File: config.mk
export PLATFORM = sky130hd
export DESIGN_NAME = cau_cell
export DESIGN_NICKNAME = d
export VERILOG_FILES = /design/src/cau_pkg.sv /design/src/cau_cell.sv
export SDC_FILE = /design/constraint.sdc
export NUM_CORES = 1
export LEC_CHECK = 0
export ABC_CLOCK_PERIOD_IN_PS = 3600
export BUFFER_PORTS_ARGS = -buffer_cell sky130_fd_sc_hd__buf_2
export CAP_MARGIN = 0
export CORE_AREA = 2 2 416 418
export CTS_CLUSTER_SIZE = 16
export DETAILED_ROUTE_END_ITERATION = 8
export DIE_AREA = 0 0 418 420
export PLACE_DENSITY_LB_ADDON = 0.1
export SKIP_LAST_GASP = 1
export SLEW_MARGIN = 20
export SYNTH_ARGS = -nofsm -noshare
export SYNTH_HDL_FRONTEND = slang
export SYNTH_SLANG_ARGS = --single-unit
File: constraint.sdc
create_clock -name clk -period 3.6 [get_ports clk]
set_clock_uncertainty 0.15 [all_clocks]
set_input_delay 0.18 -clock clk [delete_from_list [all_inputs] [get_ports clk]]
set_output_delay 0.18 -clock clk [all_outputs]
set_load 0.1 [all_outputs]
File: src/cau_pkg.sv
// Shared constants, types and helpers of the complex arithmetic unit.
// No dependencies; used by every module of the block.
package cau_pkg;

  localparam int CAU_FRAC_BITS = 16;
  // Division/root chain: one quotient bit per cell, top bit flags overflow.
  localparam int CAU_STEPS = 34;
  localparam int CAU_QW    = CAU_STEPS;
  // Remainder must hold divisor << (CAU_STEPS-1) and magnitude << FRAC_BITS.
  localparam int CAU_RW    = 97;
  // Root register holds the first trial bit 2^(2*(CAU_STEPS-1)).
  localparam int CAU_SW    = 2 * (CAU_STEPS - 1) + 2;

  typedef enum logic [2:0] {
    CMD_ADD   = 3'd0,
    CMD_SUB   = 3'd1,
    CMD_MUL   = 3'd2,
    CMD_SCALE = 3'd3,
    CMD_DIV   = 3'd4,
    CMD_MOD   = 3'd5
  } cmd_t;

  typedef struct packed {
    logic [2:0]        cmd;
    logic [31:0]       q_re;
    logic [31:0]       q_im;
    logic              q_sat;
    logic              dz;
    logic              neg_re;
    logic              neg_im;
    logic [63:0]       dvs;
    logic [CAU_RW-1:0] rem_re;
    logic [CAU_RW-1:0] rem_im;
    logic [CAU_QW-1:0] quo_re;
    logic [CAU_QW-1:0] quo_im;
    logic [63:0]       sq_rem;
    logic [CAU_SW-1:0] sq_root;
  } cau_lane_t;

  typedef struct packed {
    logic [31:0] re;
    logic [31:0] im;
    logic        sat;
    logic        dz;
  } cau_res_t;

  // Clamp to signed 32 bits; returns {clamped, value}.
  function automatic logic [32:0] cau_clamp(input logic signed [65:0] v);
    logic [32:0] r;
    r = {1'b0, v[31:0]};
    if (v > 66'sd2147483647) begin
      r = {1'b1, 32'h7fff_ffff};
    end else if (v < -66'sd2147483648) begin
      r = {1'b1, 32'h8000_0000};
    end
    return r;
  endfunction

endpackage

File: src/cau_cell.sv
// One cell of the divide/root chain: one quotient bit of each divide part
// and one root bit of the modulus. Depends on cau_pkg.
module cau_cell #(
  parameter int IDX = 0
) (
  input  logic              clk,
  input  logic              rst_n,
  input  logic              en,
  input  logic              valid_in,
  input  cau_pkg::cau_lane_t lane_in,
  output logic              valid_r,
  output cau_pkg::cau_lane_t lane_r
);

  localparam int SH = cau_pkg::CAU_STEPS - 1 - IDX;
  localparam int BP = 2 * SH;
  localparam int RW = cau_pkg::CAU_RW;
  localparam int SW = cau_pkg::CAU_SW;

  cau_pkg::cau_lane_t lane_nxt;

  always_comb begin
    logic [RW-1:0] dsh;
    logic [SW-1:0] bitv;
    logic [SW-1:0] trial;
    lane_nxt = lane_in;
    dsh   = {{(RW-64){1'b0}}, lane_in.dvs} << SH;
    bitv  = {{(SW-1){1'b0}}, 1'b1} << BP;
    trial = lane_in.sq_root + bitv;
    if (lane_in.rem_re >= dsh) begin
      lane_nxt.rem_re     = lane_in.rem_re - dsh;
      lane_nxt.quo_re[SH] = 1'b1;
    end
    if (lane_in.rem_im >= dsh) begin
      lane_nxt.rem_im     = lane_in.rem_im - dsh;
      lane_nxt.quo_im[SH] = 1'b1;
    end
    if ({{(SW-64){1'b0}}, lane_in.sq_rem} >= trial) begin
      lane_nxt.sq_rem  = lane_in.sq_rem - trial[63:0];
      lane_nxt.sq_root = (lane_in.sq_root >> 1) + bitv;
    end else begin
      lane_nxt.sq_root = lane_in.sq_root >> 1;
    end
  end

  always_ff @(posedge clk) begin
    if (!rst_n) begin
      valid_r <= 1'b0;
    end else if (en) begin
      valid_r <= valid_in;
    end
  end

  always_ff @(posedge clk) begin
    if (en) begin
      lane_r <= lane_nxt;
    end
  end

endmodule

* After elaboration in Yosys (flattened, before gate mapping)
Index checks and enable logic that the tools add are counted.
** Storage, ports and cells
- Output and inout port bits :: 530
- Register bits :: 530
- Input port bits :: 533
** Operators by class
- Multiplexer cells :: 4
- $lt $le $gt $ge :: 3
- Add/subtract/negate cells :: 5
** Operator list (count)
- greater-or-equal comparator 97 bit :: 2
- two-way mux 97 bit :: 2
- subtractor 97 bit :: 2
- adder 67 x 67 -> 68 bit, second input constant :: 1
- adder 68 x 67 -> 68 bit, second input constant :: 1
- greater-or-equal comparator 64 x 68 -> 1 bit :: 1
- two-way mux 67 bit :: 1
- two-way mux 64 bit :: 1
- subtractor 64 bit :: 1

* Depth between registers and ports, before layout
- Word-level depth :: 3
- Mapped depth :: 18
- Depth with buffers taken out :: 15

* Least setup slack after synthesis
Ideal clock, no wire load.
- Path kind :: in2reg
- From :: input lane_in[68] (netlist name)
- To :: register lane_r[102] (netlist name), data pin
- Data required time :: 3.190 ns
- Cell stages on the path :: 16
- Setup slack :: 0.014 ns
- Setup time :: 0.260 ns
- Data arrival time :: 3.176 ns
- Path buffers :: 2
- Cells stage by stage :: inv_1 > ha_1 > inv_1 > fa_1 > a211oi_1 > o21ai_0 > a21boi_0 > a21oi_1 > o21ai_1 > o41ai_1 > a211oi_1 > nor3_1 > o41ai_2 > buf_2 > buf_2 > mux2_2
** RTL lines
- start, declared :: RTL line cau_cell.sv:10 : input cau_pkg::cau_lane_t lane_in,
- end signal, assigned :: RTL line cau_cell.sv:56 : lane_r <= lane_nxt;
- end, declared :: RTL line cau_cell.sv:12 : output cau_pkg::cau_lane_t lane_r

==> results by group <==
Finish
  • Layout area overhead: 78.2%
  • Final Cell Area: 53100 µm²
  • Layout Nets: just under 6000
  • Non-Filler Instances: 7472
  • Layout cell share with drive strength beyond 1: 37.0%
  • Most common cell after layout, fill and taps aside: buf_2
  • Leading cell types in the layout, fill and taps excluded: buf_2 (1056), dlygate4sd3_1 (752), buf_4 (611)

Drt
  • Drt pass-1 iters: 5
  • Final wirelength: 164 mm
  • Vias: 30600
  • 1st-iter DRT viols: 1482
  • Via density: 4.10
  • DRC errors left: 0
  • Routed Antenna Nets: 0
  • WL/cell: 22.0 µm

Clocking
  • Clock Tree Buf Depth: 3
  • Clk pin slew, worst setup/hold paths: 60 ps
  • H-tree depth: 3
  • Cts bufs inserted: 74
  • Root Driver: clkbuf_16
  • CTS Sinks: 530
  • CTS tree: yes
  • Worst-Skew Late Latency: slightly above 700 ps

Power and ir drop
  • Pwr dens: 477 nW/µm²
  • Internal power: 14.8 mW
  • Sw frac: 41.6%
  • Seq pwr share: 30.5%
  • VDD IR max: 0.319 mV
  • Leakage: 23.6 nW
  • Clock power frac: 30.1%
  • Switching power: 10.5 mW
  • Comb power frac: 39.4%

Global routing
  • GRT Overall Usage: 17.9%
  • Total grt overflow: 0
  • Antenna violations before repair: 55
  • Number of global-route vias before repair: approximately 32000
  • First-pass GRT wire length: approximately 230 mm
  • Largest net degree at the start of global routing: 77

STA
  • Final min period: roughly 3500 ps
  • Final setup fails: 0
  • Fin. max-slew vios: 0
  • Tightest Pin Transition: 738 ps
  • Setup TNS: 0 ps
  • Slew HR: 50.4%
  • Part of the cycle the worst path needs: 98.6%
  • Setup ws final: 51.2 ps
  • Final Hold Slack: -377 ps
  • RSZ-0062 raised after global routing: yes
  • Hold Vio Cnt, Final: 7
  • Fmax: around 280 MHz

Placement
  • Buffers added on ports: 1062
  • Dpl ws: -958 ps
  • Placed cells: 6546
  • Placer Congestion: between 0.8 and 0.9
  • Placed Area: 42300 µm²
  • HPWL Detailed: 134 mm

Logic synthesis
  • Synth Flop Type: edfxtp_1
  • Synth Area in Simple Gates: between 10% and 20%
  • Compound-Gate Fraction of Synth Area: approximately 17%
  • Async SR Flop Fraction: 0%
  • Multiplexer share of the synthesized area: 0.882%
  • Area share of fa/ha/maj cells after synthesis: 8.26%
  • Cell Area, Synth: 29800 µm²
  • EDFF count, synth: 529
  • Syn Nets: between 3000 and 4000
  • Post-Syn Instances: 2755
  • Synthesis Warnings: 0
  • Syn_area_per_cell: roughly 11 µm²
  • Post-synthesis xor/xnor area fraction: roughly 5.0%
  • Seq/Total Area, Yosys: a little over half
  • Netlist cell types: between 70 and 80
  • Largest family of logic cells by synthesized area: compound AO/OA/AOI/OAI gates
  • Number of synthesized register bits: 530

Die
  • IO Pins: 1063
  • DIE WIDTH: 418 µm
  • Die Ht: 420 µm
  • Die area: between 150000 and 200000 µm²
  • Floorplan row count: 152
  • Core Footprint: 171000 µm²
  • Initial core utilization: 17.4%

Outcome
  • Status: finished with violations
  • Failing checks: negative hold slack

Critical path
  • Critical path fanouts, max: 7
  • WP data required: 3870 ps
  • CP Class: input pin to register
  • Crit path capture type: register
  • Crit start category: input pin
  • Crit path DAT: 3820 ps

Run
  • Max-cap viol count: 0

Min path
  • Hold Path Class: input pin to register
[worst paths after layout]
path	cells after the start	startpoint	slack, ps	endpoint
hold reg to reg	3	valid_r	920	valid_r
setup / recovery	19	lane_in[97]	50	lane_r[120]
setup reg to reg	3	valid_r	2310	valid_r
hold / removal	3	lane_in[74]	-380	lane_r[74]
[synthesized netlist by cell type (8+ instances only)]
cell type / n / share of area, %
or2_2: 9 / 0.19
xor2_1: 80 / 2.4
a21oi_1: 218 / 3.7
nand2b_1: 31 / 0.65
nor4_1: 25 / 0.52
nor2_1: 105 / 1.3
a211oi_1: 16 / 0.40
a31oi_1: 22 / 0.46
nand3_1: 42 / 0.71
and3_1: 15 / 0.31
o211ai_1: 8 / 0.20
ha_1: 192 / 8.1
a21o_1: 121 / 3.0
clkbuf_1: 98 / 1.2
and4_1: 8 / 0.24
o31ai_1: 14 / 0.35
xnor2_1: 91 / 2.7
inv_1: 176 / 2.2
buf_2: 21 / 0.35
o21bai_1: 36 / 0.91
a221oi_1: 13 / 0.38
a41oi_1: 12 / 0.35
o21a_1: 19 / 0.48
nor3_1: 36 / 0.60
nand2_1: 305 / 3.8
mux2_2: 18 / 0.68
nand4_1: 62 / 1.3
and2_1: 16 / 0.34
o21ai_0: 276 / 4.6
nor2b_1: 30 / 0.63
edfxtp_1: 529 / 53
[power groups by stage]
stage	clock (mW)	sequential (mW)	combinational (mW)
CTS	7.96	7.73	9.94
detailed placement	0	7.85	9.24
finish	7.63	7.73	9.98
floorplan	0	12.0	2.01
global route	8.14	7.78	10.5
global placement	0	7.86	9.28
[cells by family after synthesis]
group / count (synthesis)
buffers and inverters: 299
XOR/XNOR: 171
multiplexers: 24
flip-flops: 530
AND/OR/NAND/NOR: 712
adder cells (fa/ha/maj): 195
AO/OA/AOI/OAI: 824
[flip-flops by register name (all words and copies together), names as in the netlist]
register,cells
lane_r,529
valid_r,1
[per-stage QoR]
step                      power, mW  utilization, %  hold slack (ps)
after floorplan                14.0               -              129
after global placement         17.1            24.7              207
after detailed placement       17.1            24.7              208
after CTS                      25.6            30.4             -584
after global routing           26.5            31.1             -407
final                          25.3            31.1             -377
[per-layer routing]
layer | up-vias | share of wire (%) | wire [µm] | global-route usage, %
li1 | 15100 | - | - | -
met1 | 14500 | 41 | 66600 | 20.7
met2 | 817 | 50 | 82800 | 31.7
met3 | 228 | 5.2 | 8590 | 3.91
met4 | 2 | 3.9 | 6380 | 7.73
met5 | - | 0.0079 | 13 | 0
[critical path: stages]
cell	delay, ps
dlygate4sd3_1	560
buf_2	150
ha_4	210
a21o_1	170
a21o_1	190
a21oi_2	150
nand3_1	100
o21ai_2	190
buf_4	150
o41ai_2	60
buf_4	150
a211oi_2	230
nor3_2	60
buf_4	140
o41ai_4	450
buf_4	220
buf_12	140
inv_1	60
mux2_2	260
[timing repair]
action | 4_1_cts | 5_1_grt
gates cloned | 0 | 3
setup endpoints to repair | 32 | 168
resized for setup | 5 | 111
hold buffers | 721 | 34
pin swaps | 1 | 35
endpoints found under the hold margin | 574 | 37
setup buffers | 1 | 11
[area by class of cell]
type	instances	area [µm²]
clock inverter	46	551
antenna	23	57.6
multi-input combinational	1926	13300
clock buffer	91	1920
timing repair buffer	2447	17900
fill	18000	118000
tap	2233	2790
inverter	176	661
sequential	530	15900
Note: power is estimated with default switching activity, not from simulation.
