`config.mk`:
```
export PLATFORM = sky130hd
export DESIGN_NAME = cau_back
export DESIGN_NICKNAME = d
export VERILOG_FILES = /design/src/cau_pkg.sv /design/src/cau_back.sv
export SDC_FILE = /design/constraint.sdc
export NUM_CORES = 1
export LEC_CHECK = 0
export ABC_AREA = 1
export ABC_CLOCK_PERIOD_IN_PS = 1900
export BUFFER_PORTS_ARGS = -buffer_cell sky130_fd_sc_hd__buf_2
export CORE_AREA = 5 5 226 228
export DETAILED_ROUTE_END_ITERATION = 7
export DIE_AREA = 0 0 231 233
export PLACE_DENSITY = 0.3
export SLEW_MARGIN = 10
export SYNTH_ARGS = -nofsm -noshare
export SYNTH_HDL_FRONTEND = slang
export SYNTH_SLANG_ARGS = --single-unit
export TNS_END_PERCENT = 5
```
`constraint.sdc`:
```
create_clock -name vclk -period 1.9
set_input_delay 0.19 -clock vclk [all_inputs]
set_output_delay 0.19 -clock vclk [all_outputs]
set_load 0.02 [all_outputs]
```
`src/cau_pkg.sv`:
```
// Shared constants, types and helpers of the complex arithmetic unit.
// No dependencies; used by every module of the block.
package cau_pkg;

  localparam int CAU_FRAC_BITS = 16;
  // Division/root chain: one quotient bit per cell, top bit flags overflow.
  localparam int CAU_STEPS = 34;
  localparam int CAU_QW    = CAU_STEPS;
  // Remainder must hold divisor << (CAU_STEPS-1) and magnitude << FRAC_BITS.
  localparam int CAU_RW    = 97;
  // Root register holds the first trial bit 2^(2*(CAU_STEPS-1)).
  localparam int CAU_SW    = 2 * (CAU_STEPS - 1) + 2;

  typedef enum logic [2:0] {
    CMD_ADD   = 3'd0,
    CMD_SUB   = 3'd1,
    CMD_MUL   = 3'd2,
    CMD_SCALE = 3'd3,
    CMD_DIV   = 3'd4,
    CMD_MOD   = 3'd5
  } cmd_t;

  typedef struct packed {
    logic [2:0]        cmd;
    logic [31:0]       q_re;
    logic [31:0]       q_im;
    logic              q_sat;
    logic              dz;
    logic              neg_re;
    logic              neg_im;
    logic [63:0]       dvs;
    logic [CAU_RW-1:0] rem_re;
    logic [CAU_RW-1:0] rem_im;
    logic [CAU_QW-1:0] quo_re;
    logic [CAU_QW-1:0] quo_im;
    logic [63:0]       sq_rem;
    logic [CAU_SW-1:0] sq_root;
  } cau_lane_t;

  typedef struct packed {
    logic [31:0] re;
    logic [31:0] im;
    logic        sat;
    logic        dz;
  } cau_res_t;

  // Clamp to signed 32 bits; returns {clamped, value}.
  function automatic logic [32:0] cau_clamp(input logic signed [65:0] v);
    logic [32:0] r;
    r = {1'b0, v[31:0]};
    if (v > 66'sd2147483647) begin
      r = {1'b1, 32'h7fff_ffff};
    end else if (v < -66'sd2147483648) begin
      r = {1'b1, 32'h8000_0000};
    end
    return r;
  endfunction

endpackage

```
`src/cau_back.sv`:
```
// Result select: picks the chain outputs or the early result, clamps them.
// Depends on cau_pkg.
module cau_back (
  input  cau_pkg::cau_lane_t lane,
  output cau_pkg::cau_res_t  res
);

  localparam int QW = cau_pkg::CAU_QW;
  localparam int SW = cau_pkg::CAU_SW;

  function automatic logic [32:0] fin(input logic [QW-1:0] q, input logic neg);
    logic [32:0] r;
    if (neg) begin
      if (q > QW'(34'h0_8000_0000)) r = {1'b1, 32'h8000_0000};
      else r = {1'b0, 32'(-q[31:0])};
    end else begin
      if (q > QW'(34'h0_7fff_ffff)) r = {1'b1, 32'h7fff_ffff};
      else r = {1'b0, q[31:0]};
    end
    return r;
  endfunction

  always_comb begin
    logic [32:0] d_re, d_im;
    d_re = fin(lane.quo_re, lane.neg_re);
    d_im = fin(lane.quo_im, lane.neg_im);
    res  = '0;
    unique case (lane.cmd)
      cau_pkg::CMD_DIV: begin
        if (lane.dz) begin
          res.dz = 1'b1;
        end else begin
          res.re  = d_re[31:0];
          res.im  = d_im[31:0];
          res.sat = d_re[32] | d_im[32];
        end
      end
      cau_pkg::CMD_MOD: begin
        if (lane.sq_root > SW'(32'h7fff_ffff)) begin
          res.re  = 32'h7fff_ffff;
          res.sat = 1'b1;
        end else begin
          res.re = lane.sq_root[31:0];
        end
      end
      default: begin
        res.re  = lane.q_re;
        res.im  = lane.q_im;
        res.sat = lane.q_sat;
      end
    endcase
  end

endmodule

```
## Yosys cells after proc, flatten, opt, wreduce, memory -nomap -nowiden

Index checks and enable logic that the tools add are counted.

| storage, ports and cells | value |
|---|---|
| bits in registers | 0 |
| bits in latches | 0 |
| memory bits (writable) | 0 |
| memory bits (read-only) | 0 |
| bits of input ports | 529 |
| output and inout bits | 66 |
| word-level logic and storage cells | 24 |
| memories kept | 0 |

| cells by class | value |
|---|---|
| $add $sub $neg | 2 |
| multiply operators | 0 |
| div/mod/pow operators | 0 |
| $lt $le $gt $ge | 5 |
| equal/unequal tests | 2 |
| shifts and indexed selects | 0 |
| muxes and demuxes | 14 |
| bitwise logic cells | 1 |
| reductions and logical operators | 0 |

Operators with widths:

| kind | number |
|---|---|
| 33-bit two-way mux | 6 |
| 32-bit one-hot mux with 2 select lines | 2 |
| 34-bit by 31-bit > comparator with 1-bit output, second input constant | 2 |
| 34-bit by 32-bit > comparator with 1-bit output, second input constant | 2 |
| 68-bit by 31-bit > comparator with 1-bit output, second input constant | 1 |
| 65-bit two-way mux | 1 |
| 32-bit negator | 2 |
| 32-bit two-way mux | 1 |
| 3-bit equality test, second input constant | 2 |
| 1-bit two-way mux | 3 |
| 1-bit one-hot mux with 2 select lines | 1 |
| 1-bit bitwise OR | 1 |

## Longest topological paths before layout

Gate-level depths: netlist of run 1.

| logic depth | value |
|---|---|
| word-level depth | 6 |
| mapped depth | 13 |
| gate-level depth less buffers | 12 |

## Least setup slack after synthesis of run 1

OpenSTA, ideal clock, no wires.

| timing path | value |
|---|---|
| path type | input to output |
| from | input port lane[166] (netlist name) |
| to | output port res[35] (netlist name) |
| arrival | 1614 ps |
| data required time | 1710 ps |
| path slack | 96 ps |
| cell stages on the path | 10 |
| path buffers | 0 |
| cell sequence | inv_1 > ha_1 > nand2_2 > nor2_2 > nand2_2 > nor2_2 > nand2_1 > nand3_2 > nand2_2 > o21ai_0 |

RTL lines:

| element | line | RTL |
|---|---|---|
| from (decl) | cau_back.sv:4 | `input cau_pkg::cau_lane_t lane,` |
| to (decl) | cau_back.sv:5 | `output cau_pkg::cau_res_t res` |

==> results of run 1 <==
==> layer usage <==
| metal | track usage | up-vias | part of all wire |
|---|---|---|---|
| li1 | - | 3558 | - |
| met1 | 0.148 | 3109 | 0.45 |
| met2 | 0.196 | 269 | 0.46 |
| met3 | 0.0209 | 20 | 0.064 |
| met4 | 0.0167 | 4 | 0.020 |
| met5 | 0 | - | 0.00082 |
==> area by class of cell <==
| class | count | area [um^2] | share of cell area |
|---|---|---|---|
| Timing Repair Buffer | 456 | 3210 | 0.384 |
| Inverter | 71 | 288 | 0.0344 |
| Multi-Input combinational cell | 726 | 4090 | 0.489 |
| Tap cell | 622 | 778 | 0.0931 |
==> cell usage after synthesis, types with 6 or more instances <==
cell / instances
nor2_1: 142
nor2_2: 14
o31ai_1: 10
o21ai_1: 6
buf_2: 10
clkbuf_1: 15
inv_1: 68
nand3_1: 87
nand2_1: 302
nand3b_1: 12
a22o_1: 14
o21ai_0: 74
a21oi_1: 17
nand4_1: 20
==> kinds of logic after synthesis <==
group                      after synthesis  synth area share
xor gates and xnor gates                 2           0.00471
buffers and inverters                  103             0.117
AOI/OAI and AO/OA                      129             0.199
and+or+nand+nor                        592             0.673
adders and majority gates                2           0.00672
==> cell usage in the layout (no fill, tap or decap), drive strengths merged <==
master,instances
nand3,89
nor2,157
nor3,5
a21oi,17
nand2,308
nand3b,12
ha,2
or3,1
o31ai,10
and2,1
clkinvlp,1
buf,456
o21bai,1
a21boi,1
a22o,14
inv,69
a31oi,3
o22ai,1
nand4,20
o211ai,1
xor2,2
o21ai,81
clkinv,1
==> power breakdown <==
group          internal [mW]  total, mW  switching (mW)
Combinational          0.777       1.77           0.996
Clock                      0          0               0
Sequential                 0          0               0
==> how the worst max path moves through the flow <==
stage               from      end  slack [ns]  cells after the start
2_1_floorplan  lane[166]  res[35]         0.1                     10
3_3_place_gp   lane[528]   res[1]       -0.67                     13
3_5_place_dp   lane[527]   res[1]       -0.69                     12
4_1_cts         lane[67]   res[1]       -0.07                     12
5_1_grt        lane[150]  res[21]       -0.11                     13
6_report       lane[166]  res[47]       0.003                     14
==> repair_timing <==
item,in CTS,in global routing
hold buffers,0,0
buffers inserted,4,3
resized for setup,174,172
setup endpoints to repair,65,65
pin swaps,34,54
gates cloned,2,1
==> stage by stage <==
stage,hold slack (ns),power [mW]
floorplan,0.469,0.612
detailed placement,0.699,1.50
global placement,0.699,1.51
global route,0.693,1.92
CTS,0.682,1.67
finish,0.678,1.77
==> tightest hold or removal path, delay by kind of cell <==
family	cells	cell delay, ns
and+or+nand+nor	2	0.09
buffers and inverters	2	0.20
==> reports/summary.txt, run 1 <==
Antenna cells = 0
Fillers = 5746
Outcome = completed
Setup crit start kind = input port
Storage element area = 0 um^2
Hold path start = lane[474]
CP max stage delay = 0.19 ns
Via count = 6960
Die Ht = 233 um
Final Instance Count excl. Fillers = 1875
Die X-Extent = 231 um
Fmax = 0.527 GHz
Hold WC Path Type = in -> out
Pre-CTS setup slack = -0.694 ns
RD Place Congestion = 0.862
Port Buffer Count = 273
Full die area = 53800 um^2
Power density over the cells = 212 nW/um^2
Worst Path Required = 1.71 ns
Largest net degree at the start of global routing = 42
# clk buffers = 0
Worst-path fanout max = 6
Routed wire length per instance = 17.5 um
Hold Fails Final Rpt = 0
Crit end category = primary output
Min cycle time layout = 1.90 ns
Post-synth top area cell = nand2_1
Post-route ant nets = 0
Max Cap Viol = 0
Worst slew pin tran = 0.580 ns
Residual DRC count = 0
First-pass GRT wire length = 45.5 mm
Nets = 1786
Pre-Repair DR Iteration Count = 5
Worst path cell trace = buf_8 > inv_6 > ha_4 > nand2_4 > nor2_4 > nand2_2 > nor2_4 > nand2_2 > nand3_4 > buf_12 > buf_12 > nand3_1 > nand3_2 > buf_2
# setup viols final = 0
Sequential cell count = 0
Leakage power = 4.04 nW
Critical Path AT = 1.71 ns
Final core utilization = 0.172
Synth top area share = 0.305
Post-Syn Nets = 1359
Hold Path End = res[14]
Sequential share of the synthesized area = 0
Gr ovfl total = 0
Initial drt markers = 374
CP Buf/Inv Count = 5
Area grow syn2layout = 125%
Critical path class = in -> out
Placed Area = 7090 um^2
Worst VDD drop = 0.0929 mV
Placed cell count = 1867
Gr usage total = 0.112
Starting Density = 0.0765
Number of global-route vias before repair = 7083
Synth Cell Area = 3720 um^2
Core Box Area = 48600 um^2
WHS Path Cells = 4
Final period utilization = 0.999
Slowest CP cell = buf_2
Drt total wl = 32.7 mm
Slew Viols, Final = 0
Final worst setup slack = 0.00266 ns
Post-route cell area = 8360 um^2
Worst path top cell family by delay = simple AND/OR/NAND/NOR gates
Max_slew headroom = 0.609
Row cnt = 81
Ratio of cells with drive above 1 in the final layout = 0.516
Ys Warns = 0
Top post-synthesis cells by area = nand2_1 (30%), nor2_1 (14%), nand3_1 (12%)
Post-synthesis cell count = 828
Syn Area/Cell = 4.49 um^2
Vias per inst = 3.71
Dpl hpwl = 28.7 mm
Unique cell type count in the Yosys netlist = 35
Boundary pin count = 595
Total negative slack = 0 ns
Antenna violations before repair = 2
Unrepaired setup endpoints after global routing = yes
(Power assumes the default switching activity.)
==> inputs of run 2 (changes only) <==
--- a/config.mk
+++ b/config.mk
@@ -12,6 +12,7 @@
 export DETAILED_ROUTE_END_ITERATION = 7
 export DIE_AREA = 0 0 231 233
 export PLACE_DENSITY = 0.3
+export SETUP_SLACK_MARGIN = 0.05
 export SLEW_MARGIN = 10
 export SYNTH_ARGS = -nofsm -noshare
 export SYNTH_HDL_FRONTEND = slang
==> reports/summary.txt, run 2 (synthesized netlist as in run 1, its figures left out) <==
Outcome = finished, violations left
Failing checks = setup timing
Number of global-route vias before repair = 7161 (+1.1%)
Storage element area = 0 um^2 (unchanged)
Area grow syn2layout = 123%
Hold Fails Final Rpt = 0 (unchanged)
RD Place Congestion = 0.862 (unchanged)
Leakage power = 4.02 nW (-0.60%)
Slowest CP cell = clkbuf_8
Placed Area = 7090 um^2 (unchanged)
Hold_ws = 0.678 ns (-0.000326 ns)
Slew Viols, Final = 0 (unchanged)
Pre-Repair DR Iteration Count = 5 (unchanged)
Total negative slack = -0.0131 ns (-0.0131 ns)
Hold path start = lane[474]
Fmax = 0.525 GHz (-0.42%)
Sequential power share = 0 (unchanged)
Setup crit start kind = input port
Worst slew pin tran = 0.561 ns (-0.0193 ns)
Worst path top cell family by delay = buffers and inverters
Antenna violations before repair = 2 (unchanged)
# clk buffers = 0 (unchanged)
Gr ovfl total = 0 (unchanged)
Critical path class = in -> out
Sw Ratio = 0.560 (-0.00219)
Unrepaired setup endpoints after global routing = yes
P_sw = 0.985 mW (-1.2%)
CP Buf/Inv Count = 6 (+1)
Final worst setup slack = -0.00535 ns (-0.00801 ns)
Routed wire length per instance = 17.5 um (about the same)
Placed cell count = 1867 (unchanged)
# setup viols final = 3 (+3)
Initial drt markers = 385 (+2.9%)
Int Power = 0.774 mW (-0.29%)
Full die area = 53800 um^2 (unchanged)
Port Buffer Count = 273 (unchanged)
Total power after layout = 1.76 mW (-0.79%)
Max_slew headroom = 0.622 (+0.0130)
Power density over the cells = 212 nW/um^2 (+0.11%)
Nets = 1789 (+0.17%)
Max Cap Viol = 0 (unchanged)
First-pass GRT wire length = 45.7 mm (+0.41%)
WHS Path Cells = 4 (unchanged)
Antenna cells = 0 (unchanged)
CP max stage delay = 0.31 ns (+0.12 ns)
Hold WC Path Type = in -> out
Largest net degree at the start of global routing = 42 (unchanged)
Residual DRC count = 0 (unchanged)
Post-route ant nets = 0 (unchanged)
Hold Path End = res[14]
Critical Path AT = 1.72 ns (about the same)
Gr usage total = 0.113 (+0.000332)
Sequential cell count = 0 (unchanged)
Pre-CTS setup slack = -0.694 ns (unchanged)
Crit end category = primary output
Worst-path fanout max = 31 (+25)
Number of cells on the critical path = 11 (-3)
Row cnt = 81 (unchanged)
Core Box Area = 48600 um^2 (unchanged)
Starting Density = 0.0765 (unchanged)
Final core utilization = 0.170 (-0.00154)
Dpl hpwl = 28.7 mm (unchanged)
Post-route cell area = 8280 um^2 (-0.90%)
Via count = 7010 (+0.72%)
Ratio of cells with drive above 1 in the final layout = 0.510 (-0.00601)
Worst path cell trace = buf_2 > nor2_2 > buf_4 > inv_2 > nor2_2 > clkbuf_8 > a22o_1 > nor2_1 > buf_4 > nand2_2 > buf_6
Commonest non-fill, non-tap cells in the layout = nand2_1 (270), buf_2 (209), buf_4 (196), nor2_1 (77), o21ai_0 (61)
Final Instance Count excl. Fillers = 1878 (+0.16%)
Most common cell after layout, fill and taps aside = nand2_1
Worst VDD drop = 0.0961 mV (+3.4%)
Boundary pin count = 595 (unchanged)
Final period utilization = 1.00 (+0.00422)
Die X-Extent = 231 um (unchanged)
Vias per inst = 3.73 (+0.56%)
Drt total wl = 32.8 mm (about the same)
Die Ht = 233 um (unchanged)
Logic pwr share = 1.000 (about the same)
Clk network pwr share = 0 (unchanged)
Min cycle time layout = 1.91 ns (+0.00801 ns)
Worst Path Required = 1.71 ns (about the same)
==> run 2: cell count changes in the layout (fill, tap and decap cells not counted), sizes merged <==
cell | previous run | this run
clkbuf | 0 | 1
buf | 456 | 458
==> run 2: how the worst max path moves through the flow <==
stage	start	endpoint	slack, ns
after floorplan	lane[166]	res[35]	0.1
after global placement	lane[528]	res[1]	-0.67
after detailed placement	lane[527]	res[1]	-0.69
after CTS	lane[53]	res[52]	-0.08
after global routing	lane[40]	res[44]	-0.12
final	lane[527]	res[59]	-0.005
==> run 2: tightest hold or removal path: cells and delay by family <==
| family | cells | cell delay (ns) |
|---|---|---|
| AND/OR/NAND/NOR | 2 | 0.09 |
| buffers and inverters | 2 | 0.20 |
==> run 2: repair_timing <==
action / 4_1_cts / 5_1_grt
buffers inserted: 4 / 5
hold buffers: 0 / 0
setup endpoints to repair: 65 / 65
gates cloned: 2 / 1
pin swaps: 36 / 48
resized for setup: 197 / 130
==> run 2: power by group through the flow <==
stage / registers (mW) / clock network (mW) / logic (mW)
floorplan: 0 / 0 / 0.612
global placement: 0 / 0 / 1.51
detailed placement: 0 / 0 / 1.50
CTS: 0 / 0 / 1.69
global route: 0 / 0 / 1.91
finish: 0 / 0 / 1.76
==> run 2: per-layer routing <==
layer,global-route usage,vias to the layer above,wire [um]
met1,0.148,3136,14700
met2,0.197,283,15100
met5,0,-,30
met3,0.0209,22,2190
met4,0.0182,4,736
li1,-,3565,-
==> run 2: cell type report <==
type,instances,area (um^2)
Inverter,71,288
Multi-Input combinational cell,726,4000
Tap cell,622,778
Timing Repair Buffer,459,3220
Fill cell,5766,40400
